## config.mk

```make
export PLATFORM = sky130hd
export DESIGN_NAME = universal_source_finder_unit
export DESIGN_NICKNAME = d
export VERILOG_FILES = /design/src/hdl/usf_pkg.sv /design/src/hdl/usf_datapath.sv /design/src/hdl/usf_ctrl.sv /design/src/hdl/universal_source_finder_unit.sv
export VERILOG_INCLUDE_DIRS = /design/src /design/src/hdl
export SDC_FILE = /design/constraint.sdc
export NUM_CORES = 1
export LEC_CHECK = 0
export BUFFER_PORTS_ARGS = -buffer_cell sky130_fd_sc_hd__buf_2
export CAP_MARGIN = 20
export CORE_ASPECT_RATIO = 0.8
export CORE_MARGIN = 5
export CORE_UTILIZATION = 35
export DETAILED_ROUTE_END_ITERATION = 10
export PLACE_DENSITY_LB_ADDON = 0.05
export SLEW_MARGIN = 20
export SYNTH_ARGS = -nofsm -noshare
export SYNTH_HDL_FRONTEND = slang
export SYNTH_HIERARCHICAL = 1
export SYNTH_SLANG_ARGS = --single-unit
```

## constraint.sdc

```tcl
create_clock -name clk -period 6.28 [get_ports clk]
set_input_delay 1.256 -clock clk [delete_from_list [all_inputs] [get_ports clk]]
set_output_delay 1.256 -clock clk [all_outputs]
set_load 0.02 [all_outputs]
```

## src/hdl/universal_source_finder_unit_assert.svh

```systemverilog
// ----------------------------------------------------------------------------
// Assertion macros for the universal source finder unit
// Clocked on clk, disabled while rst_n is low.
// ----------------------------------------------------------------------------
`ifndef UNIVERSAL_SOURCE_FINDER_UNIT_ASSERT_SVH
`define UNIVERSAL_SOURCE_FINDER_UNIT_ASSERT_SVH

// same-cycle implication
`define USF_ASSERT_IMP(lbl, ante, cons, msg) \
    lbl: assert property (@(posedge clk) disable iff (!rst_n) (ante) |-> (cons)) \
        else $error(msg);

// next-cycle implication
`define USF_ASSERT_NXT(lbl, ante, cons, msg) \
    lbl: assert property (@(posedge clk) disable iff (!rst_n) (ante) |=> (cons)) \
        else $error(msg);

`endif

```

## src/hdl/usf_pkg.sv

```systemverilog
// ----------------------------------------------------------------------------
// usf_pkg
// Shared constants and controller/datapath interface types.
// ----------------------------------------------------------------------------
package usf_pkg;

    localparam int MAX_NODES = 16;
    localparam int NODE_W    = $clog2(MAX_NODES);
    localparam int CNT_W     = NODE_W + 1;
    localparam int POS_W     = 2 * NODE_W + 1;
    localparam int ADDR_W    = 2 * NODE_W;
    localparam int WEIGHT_W  = 16;

    localparam logic [CNT_W-1:0] NODE_COUNT_RESET = CNT_W'(7);

    typedef struct packed {
        logic load;
        logic recalc_step;
        logic elim_update;
        logic verify_start;
        logic verify_step;
        logic result_load;
    } usf_cmd_t;

    typedef struct packed {
        logic recalc_done;
        logic elim_done;
        logic verify_done;
        logic out_free;
    } usf_sts_t;

endpackage

```

## src/hdl/usf_datapath.sv

```systemverilog
// ----------------------------------------------------------------------------
// usf_datapath
// Link matrix store, load position tracking, candidate elimination and
// verification registers, and the result register.
// ----------------------------------------------------------------------------
`include "universal_source_finder_unit_assert.svh"

module usf_datapath (
    input  logic                         clk,
    input  logic                         rst_n,
    input  logic                         cfg_we,
    input  logic [usf_pkg::CNT_W-1:0]    cfg_wdata,
    input  logic [usf_pkg::WEIGHT_W-1:0] link_weight,
    input  logic                         last_entry,
    input  usf_pkg::usf_cmd_t            cmd,
    output usf_pkg::usf_sts_t            sts,
    input  logic                         out_ready,
    output logic                         out_valid,
    output logic                         server_found,
    output logic [usf_pkg::CNT_W-1:0]    server_number
);
    import usf_pkg::*;

    logic [CNT_W-1:0]    node_count_reg;
    logic [CNT_W-1:0]    n_eff;
    logic [CNT_W-1:0]    n_last;
    logic [POS_W-1:0]    total;

    logic [POS_W-1:0]    pos_reg;
    logic [CNT_W-1:0]    row_reg;
    logic [POS_W-1:0]    col_reg;
    logic                in_range;
    logic                col_wrap;
    logic                recalc_done;
    logic [ADDR_W-1:0]   wr_addr;

    logic                link_mem [1 << ADDR_W];
    logic [ADDR_W-1:0]   rd_addr_a;
    logic [ADDR_W-1:0]   rd_addr_b;
    logic                rd_a_reg;
    logic                rd_b_reg;

    logic [NODE_W-1:0]   cand_reg;
    logic [CNT_W-1:0]    idx_reg;
    logic                idx_lt_n;
    logic                ok_reg;
    logic                pend_reg;
    logic [NODE_W-1:0]   pend_idx_reg;
    logic                fail;

    logic                out_valid_reg;
    logic                found_reg;
    logic [CNT_W-1:0]    number_reg;

    always_comb
    begin
        if (node_count_reg == '0)
            n_eff = CNT_W'(1);
        else if (node_count_reg > CNT_W'(MAX_NODES))
            n_eff = CNT_W'(MAX_NODES);
        else
            n_eff = node_count_reg;
    end

    assign n_last      = n_eff - CNT_W'(1);
    assign total       = POS_W'(n_eff) * POS_W'(n_eff);
    assign in_range    = pos_reg < total;
    assign col_wrap    = col_reg == POS_W'(n_last);
    assign recalc_done = (col_reg < POS_W'(n_eff)) || (row_reg == n_eff);
    assign wr_addr     = {row_reg[NODE_W-1:0], col_reg[NODE_W-1:0]};

    always_ff @(posedge clk or negedge rst_n)
    begin
        if (!rst_n)
            node_count_reg <= NODE_COUNT_RESET;
        else if (cfg_we)
            node_count_reg <= cfg_wdata;
    end

    // row and column follow the position under the current node count
    always_ff @(posedge clk or negedge rst_n)
    begin
        if (!rst_n)
        begin
            pos_reg <= '0;
            row_reg <= '0;
            col_reg <= '0;
        end
        else if (cfg_we)
        begin
            row_reg <= '0;
            col_reg <= pos_reg;
        end
        else if (cmd.load)
        begin
            if (last_entry)
            begin
                pos_reg <= '0;
                row_reg <= '0;
                col_reg <= '0;
            end
            else if (in_range)
            begin
                pos_reg <= pos_reg + POS_W'(1);
                if (col_wrap)
                begin
                    col_reg <= '0;
                    row_reg <= row_reg + CNT_W'(1);
                end
                else
                begin
                    col_reg <= col_reg + POS_W'(1);
                end
            end
        end
        else if (cmd.recalc_step && !recalc_done)
        begin
            col_reg <= col_reg - POS_W'(n_eff);
            row_reg <= row_reg + CNT_W'(1);
        end
    end

    assign rd_addr_a = {cand_reg, idx_reg[NODE_W-1:0]};
    assign rd_addr_b = {idx_reg[NODE_W-1:0], cand_reg};

    always_ff @(posedge clk)
    begin
        if (cmd.load && in_range)
            link_mem[wr_addr] <= |link_weight;
        rd_a_reg <= link_mem[rd_addr_a];
        rd_b_reg <= link_mem[rd_addr_b];
    end

    assign idx_lt_n = idx_reg < n_eff;
    assign fail     = pend_reg && (((pend_idx_reg != cand_reg) && !rd_a_reg) || rd_b_reg);

    always_ff @(posedge clk or negedge rst_n)
    begin
        if (!rst_n)
        begin
            cand_reg     <= '0;
            idx_reg      <= '0;
            ok_reg       <= 1'b0;
            pend_reg     <= 1'b0;
            pend_idx_reg <= '0;
        end
        else if (cmd.load && last_entry)
        begin
            cand_reg <= '0;
            idx_reg  <= CNT_W'(1);
        end
        else if (cmd.elim_update)
        begin
            if (!rd_a_reg)
                cand_reg <= idx_reg[NODE_W-1:0];
            idx_reg <= idx_reg + CNT_W'(1);
        end
        else if (cmd.verify_start)
        begin
            idx_reg  <= '0;
            ok_reg   <= 1'b1;
            pend_reg <= 1'b0;
        end
        else if (cmd.verify_step)
        begin
            pend_reg     <= idx_lt_n;
            pend_idx_reg <= idx_reg[NODE_W-1:0];
            if (idx_lt_n)
                idx_reg <= idx_reg + CNT_W'(1);
            if (fail)
                ok_reg <= 1'b0;
        end
    end

    always_ff @(posedge clk or negedge rst_n)
    begin
        if (!rst_n)
            out_valid_reg <= 1'b0;
        else if (cmd.result_load)
            out_valid_reg <= 1'b1;
        else if (out_ready)
            out_valid_reg <= 1'b0;
    end

    always_ff @(posedge clk)
    begin
        if (cmd.result_load)
        begin
            found_reg  <= ok_reg;
            number_reg <= ok_reg ? ({1'b0, cand_reg} + CNT_W'(1)) : '0;
        end
    end

    assign sts.recalc_done = recalc_done;
    assign sts.elim_done   = !idx_lt_n;
    assign sts.verify_done = !idx_lt_n && !pend_reg;
    assign sts.out_free    = !out_valid_reg || out_ready;

    assign out_valid     = out_valid_reg;
    assign server_found  = found_reg;
    assign server_number = number_reg;

    `USF_ASSERT_IMP(a_found_has_number, out_valid_reg,
        found_reg == (number_reg != '0), "found flag and node number disagree")
    `USF_ASSERT_IMP(a_write_inside_matrix, cmd.load && in_range,
        (row_reg < n_eff) && (col_reg < POS_W'(n_eff)),
        "entry written outside the active matrix")

endmodule

```

## src/hdl/usf_ctrl.sv

```systemverilog
// ----------------------------------------------------------------------------
// usf_ctrl
// Sequencer: loading, position recalculation after a node count write,
// pairwise elimination, verification and result handoff.
// ----------------------------------------------------------------------------
`include "universal_source_finder_unit_assert.svh"

module usf_ctrl (
    input  logic              clk,
    input  logic              rst_n,
    input  logic              s_tvalid,
    input  logic              last_entry,
    input  logic              cfg_we,
    input  usf_pkg::usf_sts_t sts,
    output usf_pkg::usf_cmd_t cmd,
    output logic              s_tready
);
    import usf_pkg::*;

    typedef enum logic [2:0] {
        ST_LOAD,
        ST_RECALC,
        ST_ELIM_RD,
        ST_ELIM_EV,
        ST_VERIFY,
        ST_RESULT
    } state_t;

    state_t state_reg;
    state_t state_next;
    logic   ready_reg;
    logic   accept;

    assign accept = s_tvalid && ready_reg;

    always_comb
    begin
        state_next = state_reg;
        unique case (state_reg)
            ST_LOAD:
            begin
                if (accept && last_entry)
                    state_next = ST_ELIM_RD;
                else if (cfg_we)
                    state_next = ST_RECALC;
            end
            ST_RECALC:
            begin
                if (!cfg_we && sts.recalc_done)
                    state_next = ST_LOAD;
            end
            ST_ELIM_RD:
            begin
                state_next = sts.elim_done ? ST_VERIFY : ST_ELIM_EV;
            end
            ST_ELIM_EV:
            begin
                state_next = ST_ELIM_RD;
            end
            ST_VERIFY:
            begin
                if (sts.verify_done)
                    state_next = ST_RESULT;
            end
            ST_RESULT:
            begin
                if (sts.out_free)
                    state_next = ST_LOAD;
            end
            default:
            begin
                state_next = ST_LOAD;
            end
        endcase
    end

    always_ff @(posedge clk or negedge rst_n)
    begin
        if (!rst_n)
        begin
            state_reg <= ST_LOAD;
            ready_reg <= 1'b1;
        end
        else
        begin
            state_reg <= state_next;
            ready_reg <= state_next == ST_LOAD;
        end
    end

    assign cmd.load         = accept;
    assign cmd.recalc_step  = state_reg == ST_RECALC;
    assign cmd.elim_update  = state_reg == ST_ELIM_EV;
    assign cmd.verify_start = (state_reg == ST_ELIM_RD) && sts.elim_done;
    assign cmd.verify_step  = state_reg == ST_VERIFY;
    assign cmd.result_load  = (state_reg == ST_RESULT) && sts.out_free;

    assign s_tready = ready_reg;

    `USF_ASSERT_IMP(a_ready_only_loading, ready_reg, state_reg == ST_LOAD,
        "input ready outside loading")
    `USF_ASSERT_NXT(a_last_starts_search, accept && last_entry,
        state_reg == ST_ELIM_RD, "last entry did not start the search")
    `USF_ASSERT_IMP(a_result_slot_free, cmd.result_load, sts.out_free,
        "result loaded over an untaken result")

endmodule

```

## src/hdl/universal_source_finder_unit.sv

```systemverilog
// ----------------------------------------------------------------------------
// universal_source_finder_unit
// Loads an n by n link matrix and finds the node that links to every other
// node and receives no link.
//
//   channel   dir  handshake                    payload
//   s_axis    in   s_axis_tvalid/s_axis_tready  tdata: link_weight, tlast: last_entry
//   m_axis    out  m_axis_tvalid/m_axis_tready  tdata: server_number, tuser: server_found
//   cfg       in   cfg_we                       cfg_wdata: node_count
//
// Entries load at one per cycle while tready is high. After the last entry
// tready stays low for the search: each elimination step has a read state
// and an evaluate state on the registered matrix read, then each node is
// verified in turn. A node_count write stalls input while the load row and
// column are rederived. The matrix store is not cleared at reset; it is
// valid once loaded. A waiting result does not block loading of the next matrix.
// ----------------------------------------------------------------------------
module universal_source_finder_unit (
    input  logic                         clk,
    input  logic                         rst_n,
    input  logic                         cfg_we,
    input  logic [usf_pkg::CNT_W-1:0]    cfg_wdata,
    input  logic                         s_axis_tvalid,
    output logic                         s_axis_tready,
    input  logic [usf_pkg::WEIGHT_W-1:0] s_axis_tdata,   // [15:0] link_weight
    input  logic                         s_axis_tlast,
    output logic                         m_axis_tvalid,
    input  logic                         m_axis_tready,
    output logic [7:0]                   m_axis_tdata,   // [4:0] server_number
    output logic [0:0]                   m_axis_tuser    // [0] server_found
);
    import usf_pkg::*;

    usf_cmd_t         cmd;
    usf_sts_t         sts;
    logic             found;
    logic [CNT_W-1:0] number;

    usf_ctrl u_ctrl (
        .clk        (clk),
        .rst_n      (rst_n),
        .s_tvalid   (s_axis_tvalid),
        .last_entry (s_axis_tlast),
        .cfg_we     (cfg_we),
        .sts        (sts),
        .cmd        (cmd),
        .s_tready   (s_axis_tready)
    );

    usf_datapath u_datapath (
        .clk           (clk),
        .rst_n         (rst_n),
        .cfg_we        (cfg_we),
        .cfg_wdata     (cfg_wdata),
        .link_weight   (s_axis_tdata),
        .last_entry    (s_axis_tlast),
        .cmd           (cmd),
        .sts           (sts),
        .out_ready     (m_axis_tready),
        .out_valid     (m_axis_tvalid),
        .server_found  (found),
        .server_number (number)
    );

    assign m_axis_tdata = {(8 - CNT_W)'(0), number};
    assign m_axis_tuser = found;

endmodule
```

==> flow_summary.yaml <==
sta:
  slew_viol_final: 0
  fin_crit_sh: 0.9300
  skew_ns: 0.01953
  grt_setup_unrepaired: "false"
  relSlewSlack: 0.1451
  finalSetupViolCount: 0
  worst_pin_slew_ns: 1.282
  max_freq_ghz: 0.1712
  min_period_ns: 5.841
  hold_viol_final: 0
placed_design:
  hpwl_um: 35010
  routabilityCongestion: 0.8145
  dp_cells: 2059
  port_buffers: 34
drt:
  drt_pre_antenna_iters: 5
  drt_iter0_drc: 1208
  postRouteAntennaNets: 0
  wirelength_um: 56600
  num_vias: 11900
  drc: 0
  vias_per_cell: 5.606
  wl_per_cell_um: 26.67
clocking:
  cts_made_buffers: 37
  cts_sinks: 312
  clkTransAtPathRegs_ns: 0.06
  htreeDepth: 2
  cts-root-buf: "clkbuf_16"
  hold_buffers: 0
  cts_tree: "built"
  clk_latency_ns: 0.55
  cts_setup_buffers: 0
  clk_path_buf_depth: 3
global_route:
  antenna_found_initial: 0
  grt_max_degree: 257
  grtUsageTotal: 0.2065
  overflow: 0
  grt_pass1_wl_um: 84230
  grt_pass1_vias: 12050
floorplanning:
  core-area_sq_um: 49780
  die_w_um: 261.0
  start_util: 0.3544
  die_area_sq_um: 55020
  rows: 73
  die_h_um: 210.8
  num_io_pins: 38
finish:
  nets: 1493
  fin_cells: 2122
  final_util: 0.3937
  area_growth_pct: 11.08
  diodes: 0
  largest_reg_flops: 256
  drive_gt1_frac: 0.2073
  fillers: 4792
power:
  power_leakage_nw: 7.134
  power_frac_seq: 0.365
  power.switching_mw: 2.904
  ir_drop_uv: 151.6
  clkPwrFrac: 0.284
  powerDensity_nw_per_um2: 378.7
  p_sw_frac: 0.3912
  p_comb_frac: 0.350
  p_int_mw: 4.518
synthesis:
  synth_common_cells: "323 x nor2_1, 262 x edfxtp_1, 119 x mux4_2, 71 x nand2_1, 59 x clkbuf_1"
  seq_area_frac_synth: 0.5166
  avgSynthCellArea_sq_um: 12.42
  ys.warnings.count: 6
  ys.flop_type: "edfxtp_1"
  synth-async-reset-ratio: 0.1538
  ys_types: 89
  yosysMostFrequentCell: "nor2_1"
  yosys.area.top_type: "edfxtp_1"
  syn_area_sq_um: 17640
  synth_seq_cells: 312
  netlist_instances: 1420
  synth_area_leaders: "edfxtp_1 45%, mux4_2 15%, nor2_1 6.9%"
  synth_top_area_share: 0.4460
  synth_edf_count: 262
job:
  max_cap_violations: 0
critical_path:
  critPathCaptureType: "flop"
  arrival_ns: 6.07
  start_kind: "flop"
  worstSetupPathType: "reg -> reg"
  crit_fanout: 16
  cp_data_required_time_ns: 6.51
min_path:
  hold_class: "reg -> reg"
run_status:
  status: "finished, final reports clean"
## power groups by stage
stage | Combinational, mW | Sequential [mW] | Clock, mW
5_1_grt | 2.80 | 2.75 | 2.25
2_1_floorplan | 1.93 | 2.46 | 0
3_5_place_dp | 2.60 | 2.76 | 0
4_1_cts | 2.61 | 2.72 | 2.18
6_report | 2.60 | 2.71 | 2.11
3_3_place_gp | 2.61 | 2.76 | 0
## final timing paths
path                                                   start                          to  slack (ns)  cells after the start
worst max-delay path            u_datapath/node_count_reg[3]     u_datapath/link_mem[23]        0.44                     23
worst min-delay path              u_datapath/pend_idx_reg[2]  u_datapath/pend_idx_reg[2]        0.50                      2
worst max register to register  u_datapath/node_count_reg[3]     u_datapath/link_mem[23]        0.44                     23
worst min register to register    u_datapath/pend_idx_reg[2]  u_datapath/pend_idx_reg[2]        0.50                      2
max in group asynchronous                              rst_n       u_datapath/idx_reg[1]        4.88                      2
min in group asynchronous                              rst_n       u_datapath/col_reg[5]        0.84                      2
## layout make-up
type / count / area (sq um) / area share
Clock buffer: 50 / 1067 / 0.05446
Clock inverter: 13 / 98.84 / 0.005044
Inverter: 28 / 107.6 / 0.005491
Multi-Input combinational cell: 969 / 7834 / 0.3997
Sequential cell: 312 / 9130 / 0.4659
Tap cell: 675 / 844.6 / 0.04310
Timing Repair Buffer: 75 / 515.5 / 0.02630
## timing repair
item / in CTS / in global routing
endpoints found under the hold margin: 0 / 0
resized for setup: 0 / 1
setup endpoints to repair: 0 / 55
## placed cells by master, fill, tap and decap left out, types with 15 or more instances in the layout
cell type	instances
mux2i_1	38
xnor2_1	20
a21oi_1	28
nand3_1	21
mux2_2	18
edfxtp_1	262
xor2_1	15
inv_1	25
ha_1	38
nor2b_1	20
buf_2	34
clkbuf_16	39
o21ai_0	41
nor2_1	323
mux4_2	119
dfrtp_1	39
buf_4	38
nand2_1	71
## cell families after synthesis
| logic type | count (synthesis) | share of synthesized area |
|---|---|---|
| other | 3 | 0.0006383 |
| xor gates and xnor gates | 35 | 0.01738 |
| muxes | 175 | 0.1850 |
| and+or+nand+nor | 528 | 0.1342 |
| adders and majority gates | 43 | 0.03262 |
| DFF | 312 | 0.5166 |
| AOI/OAI and AO/OA | 181 | 0.07263 |
| buffers and inverters | 143 | 0.04099 |
## critical path, stage by stage (launching register included)
cell and delay [ns]:
dfrtp_1 0.48, nor3_4 0.24, nor2_1 0.06, nor2_1 0.31, and3_2 0.28, nand2_1 0.08, fa_1 0.55, inv_1 0.05
fa_1 0.46, ha_1 0.33, a21oi_1 0.15, nor2_1 0.06, nor2_1 0.15, o21bai_1 0.09, a21oi_1 0.17, xnor2_1 0.10
ha_1 0.20, a211oi_1 0.21, nand2_1 0.08, a21o_1 0.21, a21boi_4 0.31, nand2_1 0.12, or3_1 0.59, nor2_1 0.21
## routing by layer
metal / share of wire / vias up / global-route usage
met3: 0.065 / 56 / 0.04530
met5: 0 / - / 0
met2: 0.43 / 332 / 0.2990
li1: - / 5318 / -
met1: 0.49 / 6189 / 0.3222
met4: 0.014 / 0 / 0.03750
## metrics by stage
step | power [mW] | hold slack, ns | cell area [sq um] | worst slack, ns | TNS [ns]
2_1_floorplan | 4.391 | 0.4702 | 17660 | -0.8496 | -217.51
3_3_place_gp | 5.376 | 0.4863 | 18420 | 0.4274 | 0
3_5_place_dp | 5.354 | 0.4953 | 18420 | 0.3907 | 0
4_1_cts | 7.499 | 0.5077 | 19590 | 0.3287 | 0
5_1_grt | 7.794 | 0.5429 | 19600 | 0.04991 | 0
6_report | 7.422 | 0.5046 | 19600 | 0.4395 | 0
No activity file was read; power rests on OpenSTA's default activity.
